File: src/design/lfps_pkg.sv
// ----------------------------------------------------------------------------
// lfps_pkg
// Shared widths, codes, types and the dodge phase tables of the line follower
// steering controller.
// ----------------------------------------------------------------------------
package lfps_pkg;

	localparam int LEVEL_BITS   = 10;
	localparam int SUM_BITS     = 24;
	localparam int DIST_BITS    = 9;
	localparam int GAIN_BITS    = 16;
	localparam int CFG_IDX_BITS = 3;
	localparam int CFG_DAT_BITS = 16;
	localparam int PHASE_BITS   = 4;
	localparam int TIME_BITS    = 10;

	localparam int ERR_BITS  = LEVEL_BITS + 1;
	localparam int DIFF_BITS = ERR_BITS + 1;
	localparam int PP_BITS   = GAIN_BITS + 1 + ERR_BITS;
	localparam int PD_BITS   = GAIN_BITS + 1 + DIFF_BITS;
	localparam int PI_BITS   = GAIN_BITS + 1 + SUM_BITS;
	localparam int ACC_BITS  = PI_BITS + 2;

	localparam logic [PHASE_BITS-1:0] PHASE_COUNT = PHASE_BITS'(9);

	localparam logic [CFG_IDX_BITS-1:0] REG_LINE_THR        = CFG_IDX_BITS'(0);
	localparam logic [CFG_IDX_BITS-1:0] REG_OBSTACLE_LIMIT  = CFG_IDX_BITS'(1);
	localparam logic [CFG_IDX_BITS-1:0] REG_GAIN_P          = CFG_IDX_BITS'(2);
	localparam logic [CFG_IDX_BITS-1:0] REG_GAIN_I          = CFG_IDX_BITS'(3);
	localparam logic [CFG_IDX_BITS-1:0] REG_GAIN_D          = CFG_IDX_BITS'(4);

	localparam logic OP_SAMPLE = 1'b0;
	localparam logic OP_TICK   = 1'b1;

	typedef enum logic [1:0] {
		DRV_STOP  = 2'd0,
		DRV_FWD   = 2'd1,
		DRV_LEFT  = 2'd2,
		DRV_RIGHT = 2'd3
	} drive_t;

	typedef enum logic [1:0] {
		CMD_KEEP = 2'd0,
		CMD_SET  = 2'd1,
		CMD_PID  = 2'd2
	} cmd_t;

	typedef struct packed {
		logic [LEVEL_BITS-1:0] line_thr;
		logic [DIST_BITS-1:0]  obstacle_limit;
		logic [GAIN_BITS-1:0]  gain_p;
		logic [GAIN_BITS-1:0]  gain_i;
		logic [GAIN_BITS-1:0]  gain_d;
	} cfg_t;

	// Second stage: drive command plus the three PID products
	typedef struct packed {
		logic                      valid;
		cmd_t                      cmd;
		drive_t                    set_drive;
		logic                      dodging;
		logic signed [PP_BITS-1:0] prod_p;
		logic signed [PD_BITS-1:0] prod_d;
		logic signed [PI_BITS-1:0] prod_i;
	} stage2_t;

	function automatic drive_t phase_drive(input logic [PHASE_BITS-1:0] ph);
		drive_t r;
		case (ph)
			4'd0:    r = DRV_STOP;
			4'd1:    r = DRV_RIGHT;
			4'd2:    r = DRV_STOP;
			4'd3:    r = DRV_FWD;
			4'd4:    r = DRV_STOP;
			4'd5:    r = DRV_LEFT;
			4'd6:    r = DRV_STOP;
			4'd7:    r = DRV_FWD;
			4'd8:    r = DRV_RIGHT;
			default: r = DRV_STOP;
		endcase
		return r;
	endfunction

	function automatic logic [TIME_BITS-1:0] phase_len(input logic [PHASE_BITS-1:0] ph);
		logic [TIME_BITS-1:0] r;
		case (ph)
			4'd1, 4'd8: r = TIME_BITS'(200);
			4'd5:       r = TIME_BITS'(400);
			4'd7:       r = TIME_BITS'(440);
			default:    r = TIME_BITS'(500);
		endcase
		return r;
	endfunction

endpackage

File: src/design/lfps_sample_if.sv
// ----------------------------------------------------------------------------
// lfps_sample_if
// Input request channel: opcode, reflectance levels and obstacle distance.
// ----------------------------------------------------------------------------
interface lfps_sample_if
	import lfps_pkg::*;
();
	logic                  valid;
	logic                  ready;
	logic                  opcode;
	logic [LEVEL_BITS-1:0] left_level;
	logic [LEVEL_BITS-1:0] right_level;
	logic [DIST_BITS-1:0]  distance_cm;

	modport source (output valid, opcode, left_level, right_level, distance_cm,
		input ready);
	modport sink (input valid, opcode, left_level, right_level, distance_cm,
		output ready);
endinterface

File: src/design/lfps_drive_if.sv
// ----------------------------------------------------------------------------
// lfps_drive_if
// Result channel: drive mode, motor enables and dodge flag.
// ----------------------------------------------------------------------------
interface lfps_drive_if;
	logic       valid;
	logic       ready;
	logic [1:0] drive_mode;
	logic       motor_left;
	logic       motor_right;
	logic       dodging;

	modport source (output valid, drive_mode, motor_left, motor_right, dodging,
		input ready);
	modport sink (input valid, drive_mode, motor_left, motor_right, dodging,
		output ready);
endinterface

File: src/design/lfps_cfg_if.sv
// ----------------------------------------------------------------------------
// lfps_cfg_if
// Configuration write channel: register index and write data.
// ----------------------------------------------------------------------------
interface lfps_cfg_if
	import lfps_pkg::*;
();
	logic                    valid;
	logic                    ready;
	logic [CFG_IDX_BITS-1:0] index;
	logic [CFG_DAT_BITS-1:0] data;

	modport source (output valid, index, data, input ready);
	modport sink (input valid, index, data, output ready);
endinterface

File: src/design/line_follower_pid_steering.sv
// ----------------------------------------------------------------------------
// line_follower_pid_steering
// Request path: input register, then state update and products, then sign
// and drive into the result register. Throughput: one request per cycle
// unless drive.ready stalls; the three PID products are the deepest path.
// Reset: asynchronous; clears PID state, dodge sequence, drive to stop and
// restores configuration register defaults.
// ----------------------------------------------------------------------------
module line_follower_pid_steering
	import lfps_pkg::*;
(
	input  logic         clk,
	input  logic         arst_n,
	lfps_cfg_if.sink     cfg,
	lfps_sample_if.sink  sample,
	lfps_drive_if.source drive
);
	cfg_t    regs;
	stage2_t s2;
	logic    back_ready;

	lfps_cfg_regs u_cfg (
		.clk    (clk),
		.arst_n (arst_n),
		.cfg    (cfg),
		.regs   (regs)
	);

	lfps_front u_front (
		.clk        (clk),
		.arst_n     (arst_n),
		.sample     (sample),
		.regs       (regs),
		.next_ready (back_ready),
		.s2         (s2)
	);

	lfps_back u_back (
		.clk    (clk),
		.arst_n (arst_n),
		.s2     (s2),
		.ready  (back_ready),
		.drive  (drive)
	);
endmodule

File: src/design/lfps_cfg_regs.sv
// ----------------------------------------------------------------------------
// lfps_cfg_regs
// Configuration register file; writes beyond the last register are dropped.
// ----------------------------------------------------------------------------
module lfps_cfg_regs
	import lfps_pkg::*;
(
	input  logic       clk,
	input  logic       arst_n,
	lfps_cfg_if.sink   cfg,
	output cfg_t       regs
);
	cfg_t regs_q;

	assign cfg.ready = 1'b1;
	assign regs = regs_q;

	always_ff @(posedge clk or negedge arst_n) begin
		if (!arst_n) begin
			regs_q.line_thr        <= LEVEL_BITS'(600);
			regs_q.obstacle_limit  <= DIST_BITS'(25);
			regs_q.gain_p          <= GAIN_BITS'(4096);
			regs_q.gain_i          <= GAIN_BITS'(410);
			regs_q.gain_d          <= GAIN_BITS'(41);
		end else if (cfg.valid) begin
			case (cfg.index)
				REG_LINE_THR:        regs_q.line_thr        <= cfg.data[LEVEL_BITS-1:0];
				REG_OBSTACLE_LIMIT:  regs_q.obstacle_limit  <= cfg.data[DIST_BITS-1:0];
				REG_GAIN_P:          regs_q.gain_p          <= cfg.data[GAIN_BITS-1:0];
				REG_GAIN_I:          regs_q.gain_i          <= cfg.data[GAIN_BITS-1:0];
				REG_GAIN_D:          regs_q.gain_d          <= cfg.data[GAIN_BITS-1:0];
				default: ;
			endcase
		end
	end
endmodule

File: src/design/lfps_front.sv
// ----------------------------------------------------------------------------
// lfps_front
// Input register, PID state update, dodge sequencer and the PID products.
// ----------------------------------------------------------------------------
module lfps_front
	import lfps_pkg::*;
(
	input  logic       clk,
	input  logic       arst_n,
	lfps_sample_if.sink sample,
	input  cfg_t       regs,
	input  logic       next_ready,
	output stage2_t    s2
);
	logic                  valid_s1;
	logic                  opcode_s1;
	logic [LEVEL_BITS-1:0] left_s1;
	logic [LEVEL_BITS-1:0] right_s1;
	logic [DIST_BITS-1:0]  dist_s1;

	logic signed [SUM_BITS-1:0] error_sum_q;
	logic signed [ERR_BITS-1:0] last_error_q;
	logic                       dodge_active_q;
	logic [PHASE_BITS-1:0]      dodge_phase_q;
	logic [TIME_BITS-1:0]       phase_time_q;
	stage2_t                    s2_q;

	logic ready_s2, ready_s1, adv_s1;

	logic signed [ERR_BITS-1:0]  err;
	logic signed [DIFF_BITS-1:0] diff;
	logic signed [SUM_BITS:0]    sum_ext;
	logic signed [SUM_BITS-1:0]  sum_sat;
	logic signed [GAIN_BITS:0]   gp, gi, gd;
	logic                        left_black, right_black;
	logic [TIME_BITS-1:0]        time_inc;
	logic [PHASE_BITS-1:0]       phase_inc;

	logic                  pid_step;
	logic                  nx_active;
	logic [PHASE_BITS-1:0] nx_phase;
	logic [TIME_BITS-1:0]  nx_time;
	cmd_t                  nx_cmd;
	drive_t                nx_drive;

	assign ready_s2     = !s2_q.valid || next_ready;
	assign ready_s1     = !valid_s1 || ready_s2;
	assign adv_s1       = valid_s1 && ready_s2;
	assign sample.ready = ready_s1;
	assign s2           = s2_q;

	always_ff @(posedge clk or negedge arst_n) begin
		if (!arst_n) begin
			valid_s1 <= 1'b0;
		end else if (ready_s1) begin
			valid_s1 <= sample.valid;
		end
	end

	always_ff @(posedge clk) begin
		if (ready_s1 && sample.valid) begin
			opcode_s1 <= sample.opcode;
			left_s1   <= sample.left_level;
			right_s1  <= sample.right_level;
			dist_s1   <= sample.distance_cm;
		end
	end

	always_comb begin
		err     = signed'({1'b0, right_s1}) - signed'({1'b0, left_s1});
		diff    = DIFF_BITS'(err) - DIFF_BITS'(last_error_q);
		sum_ext = (SUM_BITS+1)'(error_sum_q) + (SUM_BITS+1)'(err);
		// clamp on overflow of the running sum
		if (sum_ext[SUM_BITS] != sum_ext[SUM_BITS-1]) begin
			sum_sat = {sum_ext[SUM_BITS], {(SUM_BITS-1){!sum_ext[SUM_BITS]}}};
		end else begin
			sum_sat = sum_ext[SUM_BITS-1:0];
		end
		gp = signed'({1'b0, regs.gain_p});
		gi = signed'({1'b0, regs.gain_i});
		gd = signed'({1'b0, regs.gain_d});

		left_black  = left_s1 > regs.line_thr;
		right_black = right_s1 > regs.line_thr;
		time_inc    = phase_time_q + TIME_BITS'(1);
		phase_inc   = dodge_phase_q + PHASE_BITS'(1);

		pid_step  = 1'b0;
		nx_active = dodge_active_q;
		nx_phase  = dodge_phase_q;
		nx_time   = phase_time_q;
		nx_cmd    = CMD_KEEP;
		nx_drive  = DRV_STOP;

		if (opcode_s1 == OP_TICK) begin
			if (dodge_active_q) begin
				if (dodge_phase_q >= PHASE_COUNT) begin
					nx_active = 1'b0;
					nx_phase  = '0;
					nx_time   = '0;
				end else if (time_inc >= phase_len(dodge_phase_q)) begin
					nx_time = '0;
					if (phase_inc >= PHASE_COUNT) begin
						// last phase done: drive stays as it is
						nx_active = 1'b0;
						nx_phase  = '0;
					end else begin
						nx_phase = phase_inc;
						nx_cmd   = CMD_SET;
						nx_drive = phase_drive(phase_inc);
					end
				end else begin
					nx_time = time_inc;
				end
			end
		end else if (!dodge_active_q) begin
			pid_step = 1'b1;
			if (dist_s1 <= regs.obstacle_limit) begin
				nx_active = 1'b1;
				nx_phase  = '0;
				nx_time   = '0;
				nx_cmd    = CMD_SET;
				nx_drive  = phase_drive('0);
			end else if (left_black && right_black) begin
				nx_cmd = CMD_PID;
			end else if (left_black) begin
				nx_cmd   = CMD_SET;
				nx_drive = DRV_LEFT;
			end else if (right_black) begin
				nx_cmd   = CMD_SET;
				nx_drive = DRV_RIGHT;
			end else begin
				nx_cmd   = CMD_SET;
				nx_drive = DRV_FWD;
			end
		end
	end

	always_ff @(posedge clk or negedge arst_n) begin
		if (!arst_n) begin
			error_sum_q    <= '0;
			last_error_q   <= '0;
			dodge_active_q <= 1'b0;
			dodge_phase_q  <= '0;
			phase_time_q   <= '0;
			s2_q.valid     <= 1'b0;
			s2_q.cmd       <= CMD_KEEP;
			s2_q.set_drive <= DRV_STOP;
			s2_q.dodging   <= 1'b0;
			s2_q.prod_p    <= '0;
			s2_q.prod_d    <= '0;
			s2_q.prod_i    <= '0;
		end else begin
			if (ready_s2) begin
				s2_q.valid <= adv_s1;
			end
			if (adv_s1) begin
				if (pid_step) begin
					error_sum_q  <= sum_sat;
					last_error_q <= err;
				end
				dodge_active_q <= nx_active;
				dodge_phase_q  <= nx_phase;
				phase_time_q   <= nx_time;
				s2_q.cmd       <= nx_cmd;
				s2_q.set_drive <= nx_drive;
				s2_q.dodging   <= nx_active;
				s2_q.prod_p    <= PP_BITS'(gp) * PP_BITS'(err);
				s2_q.prod_d    <= PD_BITS'(gd) * PD_BITS'(diff);
				s2_q.prod_i    <= PI_BITS'(gi) * PI_BITS'(sum_sat);
			end
		end
	end
endmodule

File: src/design/lfps_back.sv
// ----------------------------------------------------------------------------
// lfps_back
// PID sign, drive resolution and the result register.
// ----------------------------------------------------------------------------
module lfps_back
	import lfps_pkg::*;
(
	input  logic        clk,
	input  logic        arst_n,
	input  stage2_t     s2,
	output logic        ready,
	lfps_drive_if.source drive
);
	drive_t                      drive_q;
	logic                        dodging_q;
	logic                        valid_q;
	logic                        adv;
	logic signed [ACC_BITS-1:0]  acc;
	drive_t                      nx_drive;

	assign ready = !valid_q || drive.ready;
	assign adv   = s2.valid && ready;

	always_comb begin
		acc = ACC_BITS'(s2.prod_p) + ACC_BITS'(s2.prod_d) + ACC_BITS'(s2.prod_i);
		case (s2.cmd)
			CMD_SET: nx_drive = s2.set_drive;
			CMD_PID: begin
				if (acc == '0) begin
					nx_drive = DRV_FWD;
				end else if (acc[ACC_BITS-1]) begin
					nx_drive = DRV_LEFT;
				end else begin
					nx_drive = DRV_RIGHT;
				end
			end
			default: nx_drive = drive_q;
		endcase
	end

	always_ff @(posedge clk or negedge arst_n) begin
		if (!arst_n) begin
			valid_q   <= 1'b0;
			drive_q   <= DRV_STOP;
			dodging_q <= 1'b0;
		end else begin
			if (ready) begin
				valid_q <= s2.valid;
			end
			if (adv) begin
				drive_q   <= nx_drive;
				dodging_q <= s2.dodging;
			end
		end
	end

	assign drive.valid       = valid_q;
	assign drive.drive_mode  = drive_q;
	assign drive.motor_left  = (drive_q == DRV_FWD) || (drive_q == DRV_RIGHT);
	assign drive.motor_right = (drive_q == DRV_FWD) || (drive_q == DRV_LEFT);
	assign drive.dodging     = dodging_q;
endmodule

File: src/flat_wrapper.sv
// flat-port wrapper written by rule: the top's interface ports become plain ports
module line_follower_pid_steering_flat import lfps_pkg::*;
  (clk, arst_n, cfg_valid, cfg_index, cfg_data, cfg_ready, sample_valid, sample_opcode, sample_left_level, sample_right_level, sample_distance_cm, sample_ready, drive_valid, drive_drive_mode, drive_motor_left, drive_motor_right, drive_dodging, drive_ready);
  lfps_cfg_if cfg_i ();
  lfps_sample_if sample_i ();
  lfps_drive_if drive_i ();
  input  logic clk;
  input  logic arst_n;
  input wire logic [$bits(cfg_i.valid)-1:0] cfg_valid;
  input wire logic [$bits(cfg_i.index)-1:0] cfg_index;
  input wire logic [$bits(cfg_i.data)-1:0] cfg_data;
  output wire logic [$bits(cfg_i.ready)-1:0] cfg_ready;
  input wire logic [$bits(sample_i.valid)-1:0] sample_valid;
  input wire logic [$bits(sample_i.opcode)-1:0] sample_opcode;
  input wire logic [$bits(sample_i.left_level)-1:0] sample_left_level;
  input wire logic [$bits(sample_i.right_level)-1:0] sample_right_level;
  input wire logic [$bits(sample_i.distance_cm)-1:0] sample_distance_cm;
  output wire logic [$bits(sample_i.ready)-1:0] sample_ready;
  output wire logic [$bits(drive_i.valid)-1:0] drive_valid;
  output wire logic [$bits(drive_i.drive_mode)-1:0] drive_drive_mode;
  output wire logic [$bits(drive_i.motor_left)-1:0] drive_motor_left;
  output wire logic [$bits(drive_i.motor_right)-1:0] drive_motor_right;
  output wire logic [$bits(drive_i.dodging)-1:0] drive_dodging;
  input wire logic [$bits(drive_i.ready)-1:0] drive_ready;
  assign cfg_i.valid = cfg_valid;
  assign cfg_i.index = cfg_index;
  assign cfg_i.data = cfg_data;
  assign cfg_ready = cfg_i.ready;
  assign sample_i.valid = sample_valid;
  assign sample_i.opcode = sample_opcode;
  assign sample_i.left_level = sample_left_level;
  assign sample_i.right_level = sample_right_level;
  assign sample_i.distance_cm = sample_distance_cm;
  assign sample_ready = sample_i.ready;
  assign drive_valid = drive_i.valid;
  assign drive_drive_mode = drive_i.drive_mode;
  assign drive_motor_left = drive_i.motor_left;
  assign drive_motor_right = drive_i.motor_right;
  assign drive_dodging = drive_i.dodging;
  assign drive_i.ready = drive_ready;
  line_follower_pid_steering u_core (.clk(clk), .arst_n(arst_n), .cfg(cfg_i), .sample(sample_i), .drive(drive_i));
endmodule
File: config.mk
export PLATFORM = sky130hd
export DESIGN_NAME = line_follower_pid_steering_flat
export DESIGN_NICKNAME = d
export VERILOG_FILES = /design/src/design/lfps_pkg.sv /design/src/design/lfps_sample_if.sv /design/src/design/lfps_drive_if.sv /design/src/design/lfps_cfg_if.sv /design/src/design/line_follower_pid_steering.sv /design/src/design/lfps_cfg_regs.sv /design/src/design/lfps_front.sv /design/src/design/lfps_back.sv /design/src/flat_wrapper.sv
export SDC_FILE = /design/constraint.sdc
export NUM_CORES = 2
export LEC_CHECK = 0
export ABC_AREA = 1
export BUFFER_PORTS_ARGS = -buffer_cell sky130_fd_sc_hd__buf_2
export CAP_MARGIN = 5
export CORE_UTILIZATION = 30
export CTS_CLUSTER_SIZE = 25
export DETAILED_ROUTE_END_ITERATION = 12
export GPL_TIMING_DRIVEN = 1
export PLACE_DENSITY = 0.45
export SYNTH_ARGS = -nofsm -noshare
export SYNTH_HDL_FRONTEND = slang
export SYNTH_SLANG_ARGS = --single-unit
export TNS_END_PERCENT = 20
File: constraint.sdc
create_clock -name clk -period 26.9 [get_ports clk]
set_input_delay 4.035 -clock clk [delete_from_list [all_inputs] [get_ports clk]]
set_output_delay 4.035 -clock clk [all_outputs]
set_load 0.005 [all_outputs]
==> flow_summary.toml <==
[global_route]
grt_pass1_vias = 35560
use_met3 = 0.01814
grtUsageMet1 = 0.2598
overflow = 0
grt_start_max_net_pins = 94
use_met2 = 0.3136
antenna_found_initial = 12
grt_pass1_wl_mm = 209.7
grtUsageTotal = 0.1870
grt.busiest_layer = "met2"

[synthesis]
synth.cell_area_mm2 = 0.04316
syn_avg_cell_area_um2 = 7.809
ys_warn_count = 0
synthTopCellsByArea = "fa_1 32%, dfrtp_1 12%, ha_1 12%"
seq_area_frac_synth = 0.1518
synth-seq-cells = 255
synth_ff_type = "dfrtp_1"
synth_largest_area_cell = "fa_1"
synth.distinct_cells = 57
synth-edff-count = 30
yosysTopAreaCellShare = 0.3196
syn-num-nets = 6670
async_flop_share = 0.8824
syn_inst = 5527

[floorplanning]
die_y_um = 381.3
core.rowCount = 138
boundaryPins = 62
design.core.area_mm2 = 0.1421
start_util = 0.3037
die_w_um = 381.3
dieArea_mm2 = 0.1454

[worst_setup_path]
worst_path_max_delay_cell = "fa_1"
rrSetupSlack_ns = 15.22
start_kind = "register"
crit_required_ns = 27.42
crit_start = "u_core.u_front.right_s1[0]"
rr_endpoint = "u_core.u_front.s2[40]"
critical_path_class = "reg -> reg"
crit_fanout = 33
r2r_start = "u_core.u_front.right_s1[0]"
cp.arrival_ns = 12.19
crit_top_cell = "nand2_1"
end_kind = "register"
r2r_cells = 54
cp-endpoint = "u_core.u_front.s2[40]"
critPathMaxStageDelay_ns = 0.58

[worst_hold_path]
hp-class = "reg -> reg"
worstHoldPathCells = 2

[placed_design]
dp_hpwl_mm = 112.8
gp_congestion = 0.9038
port-buffer-count = 60
place_ws_ns = 15.27

[timing]
tns_ns = 0
tightest_slew_ns = 1.212
skew_ns = 0.05697
slew_headroom = 0.1897
fin_crit_sh = 0.4340
max_freq_ghz = 0.08565
fin_crit_ns = 11.68
setup_violations = 0
finalHoldViolCount = 0
slew_violations = 0
worst_slack_ns = 15.22
rsz0062_at_grt = "no"

[finish]
final_util = 0.3279
layout-drive-gt1-share = 0.04615
synthToLayoutAreaGrowth_pct = 7.972
nets = 6643

[detailed_routing]
drt_iter0_drc = 2123
via_per_inst = 4.654
drc = 0
drtAntennaViolNets = 0
post_drt_wl_per_cell_um = 18.17
drtPass1Iterations = 7
detail_route.wirelength_mm = 134.8
vias = 34520

[flow_run]
cap_violations = 0

[clock_tree]
cts.sinks = 255
cts_tree = "yes"
cts_setup_buffers = 0
clkLatencyLatePin_ns = 0.62
cts_root_buf = "clkbuf_16"
cts_hold_buf = 0
cts.reportedPaths.clkPinSlew_ns = 0.06
cts_max_path_buffers = 3
cts_buffers = 36
htreeDepth = 2
cts-resized-gates = 0

[status]
status = "complete, no violations"
-- layout by cell type (no fill, tap or decap), types with 34 or more instances in the layout --
master / count
dfrtp_1: 209
fa_1: 689
a21oi_1: 194
buf_2: 59
o21ai_0: 228
or2_2: 37
nand2_1: 1292
clkbuf_16: 37
nand3_1: 178
ha_1: 400
nor2_1: 509
a31oi_1: 34
xnor2_1: 45
inv_1: 1253
-- logic make-up after synthesis --
group / Yosys count / synth area share
adders and majority gates: 1089 / 0.4355
xor gates and xnor gates: 76 / 0.01542
and+or+nand+nor: 2126 / 0.1996
AOI/OAI and AO/OA: 556 / 0.07082
muxes: 1 / 0.0002319
other: 1 / 0.00008689
buffers and inverters: 1423 / 0.1265
DFF: 255 / 0.1518
-- critical path: cells and delay by family, from the launching register on --
family          cells  cell delay, ns
xor+xnor            1            0.19
simple gates       24            3.29
compound gates      7            0.90
buf+inv            11            1.91
fa+ha+maj          11            4.89
flops               1            0.37
-- synth_stat cells (20+ instances only) --
| library cell | n |
|---|---|
| nand2_1 | 1293 |
| inv_1 | 1253 |
| fa_1 | 689 |
| nor2_1 | 510 |
| ha_1 | 400 |
| o21ai_0 | 228 |
| dfrtp_1 | 209 |
| a21oi_1 | 194 |
| nand3_1 | 178 |
| clkbuf_1 | 102 |
| xnor2_1 | 45 |
| or2_2 | 37 |
| a31oi_1 | 34 |
| nand4_1 | 31 |
| xor2_1 | 31 |
| edfxtp_1 | 30 |
| nand2_2 | 23 |
| o21ai_1 | 20 |
-- metrics by stage --
stage          cells  hold WS [ns]  cell area, µm²
6_report        7417        0.4858           46600
5_1_grt         7416        0.5038           46600
4_1_cts         7416        0.4877           46600
3_5_place_dp    7352        0.4736           45370
3_3_place_gp    7352        0.4690           45370
2_1_floorplan   5527        0.4477           43160
-- flip-flops by register name, indices dropped and copies added (netlist names), 2 cells and up --
register / count
u_core.u_front.dodge_phase_q: 4
u_core.u_front.last_error_q: 11
u_core.u_front.s2: 104
u_core.u_front.phase_time_q: 10
u_core.u_back.drive.drive_mode: 2
u_core.u_front.error_sum_q: 24
u_core.u_front.left_s1: 10
u_core.u_front.right_s1: 10
u_core.u_cfg.regs: 67
u_core.u_front.dist_s1: 9
-- worst min path at each step --
| stage | startpoint | endpoint | slack, ns |
|---|---|---|---|
| after floorplan | u_core.u_front.s2[103] | u_core.u_back.drive.valid | 0.45 |
| after global placement | u_core.u_front.last_error_q[5] | u_core.u_front.last_error_q[5] | 0.47 |
| after detailed placement | u_core.u_cfg.regs[64] | u_core.u_cfg.regs[64] | 0.47 |
| after CTS | u_core.u_cfg.regs[64] | u_core.u_cfg.regs[64] | 0.49 |
| after global routing | u_core.u_cfg.regs[65] | u_core.u_cfg.regs[65] | 0.50 |
| final | u_core.u_cfg.regs[55] | u_core.u_cfg.regs[55] | 0.49 |
-- final cells by class --
cell class | count | area, µm²
fill | 15420 | 95500
multi-input combinational | 3849 | 31160
sequential | 255 | 6551
inverter | 1269 | 4763
tap | 1890 | 2365
clock buffer | 47 | 993.5
timing repair buffer | 89 | 528.0
clock inverter | 17 | 232.7
antenna | 1 | 2.502
-- routing by layer --
| layer | share of wire | up-vias |
|---|---|---|
| li1 | - | 16600 |
| met1 | 0.46 | 17090 |
| met2 | 0.48 | 704 |
| met3 | 0.043 | 121 |
| met4 | 0.023 | 0 |
| met5 | 0 | - |
Power is not shown: default switching activity piles up to over one toggle a cycle in this logic, so the estimate is an artifact.
